File: src/sv/imt_pkg.sv
// Shared types, codes and defaults of the interval mask table.
package imt_pkg;

  localparam int NUM_SEQS_DEF  = 4;
  localparam int MAX_AREAS_DEF = 1024;
  localparam int POS_W         = 31;
  localparam int TOTAL_W       = 13;
  localparam int SEQ_CNT_W     = 3;
  localparam int PADDR_W       = 3;
  localparam int PDATA_W       = 32;
  localparam logic [PADDR_W-1:0] ADDR_SEQ_COUNT = 3'd0;
  localparam logic [SEQ_CNT_W-1:0] SEQ_COUNT_RST = 3'd2;

  typedef enum logic [1:0] {
    FN_INSERT  = 2'd0,
    FN_COMPACT = 2'd1,
    FN_QUERY   = 2'd2,
    FN_NOP     = 2'd3
  } func_t;

  typedef enum logic [1:0] {
    ST_OK    = 2'd0,
    ST_RANGE = 2'd1,
    ST_FULL  = 2'd2,
    ST_ORDER = 2'd3
  } status_t;

  typedef struct packed {
    logic [1:0]       func;
    logic [1:0]       seq_index;
    logic [POS_W-1:0] begin_req;
    logic [POS_W-1:0] finish;
    logic [POS_W-1:0] query_position;
  } cmd_t;

  typedef struct packed {
    logic [1:0]         status;
    logic               masked;
    logic [TOTAL_W-1:0] total_count;
  } res_t;

  typedef struct packed {
    logic [POS_W-1:0] start_pos;
    logic [POS_W-1:0] end_pos;
  } entry_t;

endpackage

File: src/sv/imt_ctrl.sv
// Sequencer: insert, binary-search query, in-memory insertion sort and merge.
module imt_ctrl #(
  parameter int NUM_SEQS  = imt_pkg::NUM_SEQS_DEF,
  parameter int MAX_AREAS = imt_pkg::MAX_AREAS_DEF,
  parameter int ADDR_W    = $clog2(NUM_SEQS * MAX_AREAS),
  parameter int ACT_W     = $clog2(NUM_SEQS + 1)
) (
  input  logic                clk,
  input  logic                rst,
  input  logic [ACT_W-1:0]    act,
  input  logic                cmd_valid,
  output logic                cmd_ready,
  input  imt_pkg::cmd_t       cmd,
  output logic                done_valid,
  input  logic                done_ready,
  output imt_pkg::res_t       done_res,
  output logic                mem_we,
  output logic [ADDR_W-1:0]   mem_waddr,
  output imt_pkg::entry_t     mem_wdata,
  output logic [ADDR_W-1:0]   mem_raddr,
  input  imt_pkg::entry_t     mem_rdata
);

  localparam int LEN_W = $clog2(MAX_AREAS + 1);
  localparam int IDX_W = $clog2(MAX_AREAS);
  localparam int SEQ_W = (NUM_SEQS > 1) ? $clog2(NUM_SEQS) : 1;
  localparam int TW    = imt_pkg::TOTAL_W;

  typedef enum logic [13:0] {
    S_IDLE   = 14'b00000000000001,
    S_INS    = 14'b00000000000010,
    S_QSTART = 14'b00000000000100,
    S_QTEST  = 14'b00000000001000,
    S_QCHK   = 14'b00000000010000,
    S_CSTART = 14'b00000000100000,
    S_SKGET  = 14'b00000001000000,
    S_SPCHK  = 14'b00000010000000,
    S_SPPUT  = 14'b00000100000000,
    S_MGFST  = 14'b00001000000000,
    S_MGCHK  = 14'b00010000000000,
    S_MGEND  = 14'b00100000000000,
    S_NEXT   = 14'b01000000000000,
    S_DONE   = 14'b10000000000000
  } state_t;

  state_t                 state;
  imt_pkg::cmd_t          item;
  logic [SEQ_W-1:0]       cur_seq;
  logic [LEN_W-1:0]       lengths [NUM_SEQS];
  logic [TW-1:0]          total;
  logic [LEN_W-1:0]       i, j, n, w, lo, hi, mid;
  imt_pkg::entry_t        key, cur;
  logic [1:0]             status;
  logic                   masked;

  logic [LEN_W:0]         mid_sum;
  logic [LEN_W-1:0]       mid_c;
  logic [LEN_W-1:0]       cur_len;
  logic                   out_of_range;
  logic                   bigger;
  logic                   joins;

  function automatic logic [ADDR_W-1:0] addr_of(input logic [SEQ_W-1:0] s,
                                                input logic [LEN_W-1:0] idx);
    return ADDR_W'(s) * ADDR_W'(MAX_AREAS) + ADDR_W'(idx[IDX_W-1:0]);
  endfunction

  assign mid_sum      = {1'b0, lo} + {1'b0, hi};
  assign mid_c        = mid_sum[LEN_W:1];
  assign cur_len      = lengths[cur_seq];
  assign out_of_range = item.seq_index >= act;
  assign bigger       = mem_rdata.start_pos > key.start_pos;
  // overlapping or touching: start <= end + 1
  assign joins = {1'b0, mem_rdata.start_pos} <= ({1'b0, cur.end_pos} + 32'd1);

  assign cmd_ready  = state == S_IDLE;
  assign done_valid = state == S_DONE;
  assign done_res   = '{status: status, masked: masked, total_count: total};

  always_comb begin
    mem_we    = 1'b0;
    mem_waddr = addr_of(cur_seq, j);
    mem_wdata = key;
    mem_raddr = addr_of(cur_seq, i);
    case (state)
      S_INS: begin
        mem_waddr = addr_of(cur_seq, cur_len);
        mem_wdata = '{start_pos: item.begin_req, end_pos: item.finish};
        mem_we    = !out_of_range && (cur_len < LEN_W'(MAX_AREAS)) &&
                    (item.begin_req <= item.finish);
      end
      S_QTEST:  mem_raddr = addr_of(cur_seq, mid_c);
      S_CSTART: mem_raddr = addr_of(cur_seq, LEN_W'(1));
      S_SKGET:  mem_raddr = addr_of(cur_seq, i - LEN_W'(1));
      S_SPCHK: begin
        mem_raddr = addr_of(cur_seq, j - LEN_W'(2));
        mem_wdata = mem_rdata;
        mem_we    = bigger;
      end
      S_SPPUT: begin
        mem_we    = 1'b1;
        mem_raddr = (i + LEN_W'(1) < n) ? addr_of(cur_seq, i + LEN_W'(1))
                                        : addr_of(cur_seq, '0);
      end
      S_MGFST: mem_raddr = addr_of(cur_seq, LEN_W'(1));
      S_MGCHK: begin
        mem_raddr = addr_of(cur_seq, i + LEN_W'(1));
        mem_waddr = addr_of(cur_seq, w);
        mem_wdata = cur;
        mem_we    = !joins;
      end
      S_MGEND: begin
        mem_waddr = addr_of(cur_seq, w);
        mem_wdata = cur;
        mem_we    = 1'b1;
      end
      default: ;
    endcase
  end

  always_ff @(posedge clk) begin
    if (rst) begin
      state <= S_IDLE;
      total <= '0;
      for (int k = 0; k < NUM_SEQS; k++) begin
        lengths[k] <= '0;
      end
    end else begin
      case (state)
        S_IDLE: begin
          if (cmd_valid) begin
            item    <= cmd;
            cur_seq <= SEQ_W'(cmd.seq_index);
            status  <= imt_pkg::ST_OK;
            masked  <= 1'b0;
            case (cmd.func)
              imt_pkg::FN_INSERT: state <= S_INS;
              imt_pkg::FN_QUERY:  state <= S_QSTART;
              imt_pkg::FN_COMPACT: begin
                cur_seq <= '0;
                state   <= (act == '0) ? S_DONE : S_CSTART;
              end
              default: state <= S_DONE;
            endcase
          end
        end
        S_INS: begin
          if (out_of_range) begin
            status <= imt_pkg::ST_RANGE;
          end else if (cur_len >= LEN_W'(MAX_AREAS)) begin
            status <= imt_pkg::ST_FULL;
          end else if (item.begin_req > item.finish) begin
            status <= imt_pkg::ST_ORDER;
          end else begin
            lengths[cur_seq] <= cur_len + LEN_W'(1);
            total            <= total + TW'(1);
          end
          state <= S_DONE;
        end
        S_QSTART: begin
          if (out_of_range) begin
            status <= imt_pkg::ST_RANGE;
            state  <= S_DONE;
          end else begin
            lo    <= '0;
            hi    <= cur_len;
            state <= S_QTEST;
          end
        end
        S_QTEST: begin
          if (lo < hi) begin
            mid   <= mid_c;
            state <= S_QCHK;
          end else begin
            state <= S_DONE;
          end
        end
        S_QCHK: begin
          if (item.query_position < mem_rdata.start_pos) begin
            hi    <= mid;
            state <= S_QTEST;
          end else if (item.query_position > mem_rdata.end_pos) begin
            lo    <= mid + LEN_W'(1);
            state <= S_QTEST;
          end else begin
            masked <= 1'b1;
            state  <= S_DONE;
          end
        end
        S_CSTART: begin
          n <= cur_len;
          i <= LEN_W'(1);
          // zero or one entry: nothing to sort or merge
          state <= (cur_len < LEN_W'(2)) ? S_NEXT : S_SKGET;
        end
        S_SKGET: begin
          key   <= mem_rdata;
          j     <= i;
          state <= S_SPCHK;
        end
        S_SPCHK: begin
          if (bigger) begin
            j <= j - LEN_W'(1);
            if (j == LEN_W'(1)) begin
              state <= S_SPPUT;
            end
          end else begin
            state <= S_SPPUT;
          end
        end
        S_SPPUT: begin
          if (i + LEN_W'(1) < n) begin
            i     <= i + LEN_W'(1);
            state <= S_SKGET;
          end else begin
            state <= S_MGFST;
          end
        end
        S_MGFST: begin
          // last key may have landed in entry 0 at the same edge it was read
          cur   <= (j == '0) ? key : mem_rdata;
          w     <= '0;
          i     <= LEN_W'(1);
          state <= S_MGCHK;
        end
        S_MGCHK: begin
          if (joins) begin
            if (mem_rdata.end_pos > cur.end_pos) begin
              cur.end_pos <= mem_rdata.end_pos;
            end
          end else begin
            w   <= w + LEN_W'(1);
            cur <= mem_rdata;
          end
          if (i + LEN_W'(1) < n) begin
            i <= i + LEN_W'(1);
          end else begin
            state <= S_MGEND;
          end
        end
        S_MGEND: begin
          lengths[cur_seq] <= w + LEN_W'(1);
          total            <= total - TW'(n) + TW'(w) + TW'(1);
          state            <= S_NEXT;
        end
        S_NEXT: begin
          if (({1'b0, cur_seq} + 1'b1) < act) begin
            cur_seq <= cur_seq + SEQ_W'(1);
            state   <= S_CSTART;
          end else begin
            state <= S_DONE;
          end
        end
        S_DONE: begin
          if (done_ready) begin
            state <= S_IDLE;
          end
        end
        default: state <= S_IDLE;
      endcase
    end
  end

endmodule

File: config.mk
export PLATFORM = sky130hd
export DESIGN_NAME = imt_ctrl
export DESIGN_NICKNAME = d
export VERILOG_FILES = /design/src/sv/imt_pkg.sv /design/src/sv/imt_ctrl.sv
export SDC_FILE = /design/constraint.sdc
export NUM_CORES = 1
export LEC_CHECK = 0
export ABC_AREA = 1
export ABC_CLOCK_PERIOD_IN_PS = 11800
export BUFFER_PORTS_ARGS = -buffer_cell sky130_fd_sc_hd__buf_4
export CORE_MARGIN = 2
export CORE_UTILIZATION = 40
export CTS_CLUSTER_DIAMETER = 40
export CTS_CLUSTER_SIZE = 8
export DETAILED_ROUTE_END_ITERATION = 6
export HOLD_SLACK_MARGIN = 0.1
export PLACE_DENSITY = 0.56
export SLEW_MARGIN = 20
export SYNTH_ARGS = -nofsm -noshare
export SYNTH_HDL_FRONTEND = slang
export SYNTH_SLANG_ARGS = --single-unit
File: constraint.sdc
create_clock -name clk -period 11.8 [get_ports clk]
set_clock_uncertainty 0.1 [all_clocks]
set_input_delay 1.18 -clock clk [delete_from_list [all_inputs] [get_ports clk]]
set_output_delay 1.18 -clock clk [all_outputs]
set_load 0.01 [all_outputs]
# [Yosys cells after proc, flatten, opt, wreduce, memory -nomap -nowiden]
# Memory sizes are Yosys's and may differ from the RTL's. A register that Yosys moved wholly into a read port is not among the register bits.
# Cells that the tools add are included.
[totals] inputBits=166 regBits=328 elab_cells=204 output_inout_bits=105 ram_bits=44 memories=1
[classes] magnitude_cmp=14 add_sub_neg=24 muxes=72 eq_ne=36 bitwise_logic=2 n_reduce_logical=35
[memory_table] memory="lengths" words=4 width=11 rd=1 rd_clocked_by_memory_dff=1 write_ports=4 line="imt_ctrl.sv:49" source="logic [LEN_W-1:0] lengths [NUM_SEQS];"
[ops] op="$pmux W14 S14" n=1
[ops] op="$pmux W62 S3" n=1
[ops] op="$mux W14" n=11
[ops] op="$gt A31 B31 Y1" n=4
[ops] op="$pmux W62 S2" n=1
[ops] op="$mux W11" n=10
[ops] op="$pmux W11 S2" n=5
[ops] op="$add A12 B10 Y12" n=8
[ops] op="$mux W31" n=3
[ops] op="$pmux W12 S6" n=1
[ops] op="$mux W62" n=1
[ops] op="$mux W13" n=4
[ops] op="$add A11 B1 Y11 const B" n=4
[ops] op="$pmux W14 S3" n=1
[ops] op="$add A31 B1 Y32 const B" n=1
[ops] op="$le A31 B32 Y1" n=1
[ops] op="$le A31 B31 Y1" n=1
[ops] op="$lt A31 B31 Y1" n=1
[ops] op="$ne A2 B2 Y1 const B" n=14
[ops] op="$add A13 B1 Y13 const B" n=2
[ops] op="$pmux W13 S2" n=1
[ops] op="$pmux W12 S2" n=1
[ops] op="$lt A11 B11 Y1" n=2
[ops] op="$mux W2" n=10
[ops] op="56 further kinds" n=94

# [Logic depth before layout (Yosys ltp)]
[logic_depth] ltp_word=10 depth_mapped=24 ltp_nobuf=24

# [Worst setup path after synthesis]
# OpenSTA, ideal clock, no wires.
[synth_timing] kind="input to register" from="input port rst" to="register item[0] (netlist name), enable pin" path_buffers=1 slack_ns=3.138 t_arrival_ns=7.897 setup_ns=0.665 stages=2 required_time_ns=11.035 path_cell_list="clkbuf_1 -> nor3_1"
[synth_between] elab_chain_len=2
[synth_rtl] item="from (decl)" line="imt_ctrl.sv:9" source="input logic rst,"
[synth_rtl] item="$not A1 Y1 (no line)"
[synth_rtl] item="$reduce_and A3 Y1 (no line)"
[synth_rtl] item="to (signal assigned)" line="imt_ctrl.sv:132" source="item <= cmd;"
[synth_rtl] item="to (decl)" line="imt_ctrl.sv:47" source="imt_pkg::cmd_t item;"
# No other way between the ends.
# A chain may end at the register's enable or synchronous reset.

# [Worst setup path in the final report]
[layout_timing] from="register cur[0] (netlist name)" to="output port mem_we"
[layout_between] elab_chain_len=4
[layout_rtl] item="from (decl)" line="imt_ctrl.sv:52" source="imt_pkg::entry_t key, cur;"
[layout_rtl] item="from (signal assigned)" line="imt_ctrl.sv:221" source="cur <= (j == '0) ? key : mem_rdata;"
[layout_rtl] item="from (signal assigned)" line="imt_ctrl.sv:233" source="cur <= mem_rdata;"
[layout_rtl] item="$add A31 B1 Y32" line="imt_ctrl.sv:74" source="assign joins = {1'b0, mem_rdata.start_pos} <= ({1'b0, cur.end_pos} + 32'd1);"
[layout_rtl] item="$le A31 B32 Y1" line="imt_ctrl.sv:74"
[layout_rtl] item="$logic_not A1 Y1" line="imt_ctrl.sv:110" source="mem_we = !joins;"
[layout_rtl] item="$pmux W1 S4" line="imt_ctrl.sv:85" source="case (state)"
[layout_rtl] item="to (decl)" line="imt_ctrl.sv:17" source="output logic mem_we,"
# No other way between the ends.

==> impl_metrics.toml <==
[clock_tree]
tritoncts = "yes"
cts_hold_buf = 0
clk_pin_slew_ns = 0.05
clock_sinks = 374
numCtsBuffers = 76
postCtsSetupBuffers = 0
clockBufferDepth = 3
insertion_delay_ns = 0.61
cts_resized = 0
htreeDepth = 3
clockRootBuffer = "clkbuf_16"

[cells_and_area]
drive_above_1_share = 0.148
syn2layout_area_growth_pct = 20.8
layout.nets = 3613
fill_cells = 5904
fin_cells = 4086

[sta]
tightest_slew_ns = 1.08
slew_headroom = 0.279
maxSlewViolCount = 0
hold_viol = 0
rsz0062_at_grt = "no"
fin_crit_sh = 0.487
finalSetupViolCount = 0
fmax_mhz = 174
fin_crit_ns = 5.75
tns_ns = 0

[grt]
grt-ovfl-total = 0
grt_pass1_wl_mm = 125
grt_max_degree = 74
track_usage = 0.258
grt_pass1_vias = 21600
antenna_found_initial = 4

[worst_hold_path]
min_path_type = "reg -> reg"
holdPathStages = 2

[yosys]
avgSynthCellArea_um2 = 8.63
syn_area_mm2 = 0.0251
yosysSeqAreaShare = 0.436
synth_fa_ha_area_frac = 0.132
async_flop_share = 0
synth_ff_type = "edfxtp_1"
synth_simple_gate_area_frac = 0.215
yosys_warnings = 0
syn_inst = 2906
synthTopCellsByArea = "edfxtp_1 (41%), ha_1 (12%), nand2_1 (9.0%)"
synth_xor_xnor_area_share = 0.0290
synth_mux_area_frac = 0
synthTopCellsByCount = "nand2_1 (599), inv_1 (412), edfxtp_1 (345)"
yosys.area.top_type = "edfxtp_1"
synth-edff-count = 345
ys_types = 60
synth_top_family_by_area = "simple AND/OR/NAND/NOR gates"
ys_ff_latch = 374
syn-num-nets = 3329
yosys.area.top_type_share = 0.413
yosysMostFrequentCell = "nand2_1"
synth_compound_area_frac = 0.106

[worst_setup_path]
start_kind = "flip-flop"
crit_fanout = 4
critPathKind = "reg -> out"
crit_path_top_delay_cell = "o21ai_0"
crit_required_ns = 10.52
slowest_delay_ns = 0.56
ff2ff_path_depth = 25
cp_cell_sequence = "ha_1 -> nand2_1 -> nor3_2 -> nand4_2 -> nor2_2 -> nand2_2 -> nor2_4 -> nand2_1 -> nor3_2 -> xor2_1 -> inv_1 -> ha_1 -> nand2_1 -> o21ai_0 -> nand2_1 -> nand2_1 -> a21oi_1 -> nand2_1 -> nand2_1 -> nand2_1 -> nand2_1 -> o21ai_0 -> buf_4"
crit_top_cell = "nand2_1"
endpoint_kind = "output port"
worstPathArrival_ns = 4.47

[floorplan]
ios = 271
start_util = 0.406
rows = 91
die_h_um = 254
fp.dieArea_mm2 = 0.0647
core-area_mm2 = 0.0618
die_x_um = 254

[route]
drtIter0Drc = 1787
vias = 21900
ant_nets = 0
vias_per_cell = 5.37
drcViolationCount = 0
first_pass_iters = 5
routed_wl_mm = 84.3
wl_per_cell_um = 20.6

[pwr]
vdd_drop_max_mv = 0.104
total_power_w = 0.00502
pwr_density_cell_mw_per_mm2 = 166
p_leak_nw = 13.7

[flow_run]
max_cap_viol_count = 0

[placement]
dp_cells = 3949
place.gp.congestion = 0.908
dp_hpwl_mm = 64.8
io_buffers = 270

[outcome]
outcome = "finished clean"
[path summary, 6_finish.rpt]
| kind | endpoint | from | slack, ns |
|---|---|---|---|
| worst min register to register | total[12] | total[12] | 0.43 |
| worst min-delay path | total[12] | total[12] | 0.43 |
| worst max register to register | cur[55] | cur[0] | 7.24 |
| worst max-delay path | mem_we | cur[0] | 6.05 |
[cells by family after synthesis]
| family | Yosys count |
|---|---|
| fa+ha+maj | 257 |
| flops | 374 |
| simple gates | 1235 |
| xor+xnor | 83 |
| compound gates | 450 |
| buf+inv | 507 |
[metal layers]
metal,track usage,routed length (um),share of wire
met1,0.324,34800,0.41
met2,0.443,41200,0.49
met3,0.0467,5790,0.069
met4,0.0911,2430,0.029
met5,0,45,0.00053
[worst max-delay path: cells and delay by family (launching register included)]
| family | cells | cell delay (ns) |
|---|---|---|
| DFF | 1 | 0.42 |
| AOI/OAI and AO/OA | 3 | 0.83 |
| and+or+nand+nor | 15 | 1.61 |
| adders and majority gates | 2 | 0.50 |
| buffers and inverters | 2 | 0.31 |
| xor gates and xnor gates | 1 | 0.17 |
[placed cells by master (no fill, tap or decap), drive strengths merged, types with 29 or more instances in the layout]
cell type,n
nand2,615
clkinv,31
dfxtp,29
ha,245
o2111ai,44
o21ai,106
xor2,70
nor3,50
inv,429
a21oi,217
clkbuf,88
nor2,336
nand3,142
nand4,64
edfxtp,345
buf,289
[flip-flops by register name, summed over array words and instances (netlist names), named ones only]
name / cells
masked: 1
hi: 11
state: 14
lo: 11
key: 62
total: 13
item: 95
n: 11
cur: 62
j: 11
lengths: 44
cur_seq: 2
i: 11
mid: 11
w: 11
status: 2
[per-stage QoR]
step	setup slack (ns)	utilization	hold WS (ns)	area, um^2
after floorplan	3.14	-	0.425	25100
after global placement	6.78	0.451	0.412	27900
after detailed placement	6.72	0.451	0.422	27900
after CTS	6.07	0.490	0.430	30300
after global routing	5.65	0.490	0.448	30300
final	6.05	0.490	0.427	30300
[power by group]
| group | total (W) | switching (W) | internal (W) | leakage (nW) |
|---|---|---|---|---|
| Combinational | 0.00126 | 0.000865 | 0.000398 | 9.05 |
| Sequential | 0.00169 | 0.0000977 | 0.00160 | 3.44 |
| Clock | 0.00206 | 0.000721 | 0.00134 | 1.18 |
[cell type report]
type                       instances  area (um^2)  area share
multi-input combinational       2025        12100       0.400
sequential                       374        10900       0.361
timing repair buffer             289         2170      0.0716
clock buffer                      88         1960      0.0646
inverter                         424         1590      0.0526
tap                              837         1050      0.0346
clock inverter                    48          469      0.0155
antenna                            1         2.50   0.0000826
(Power assumes the default switching activity.)
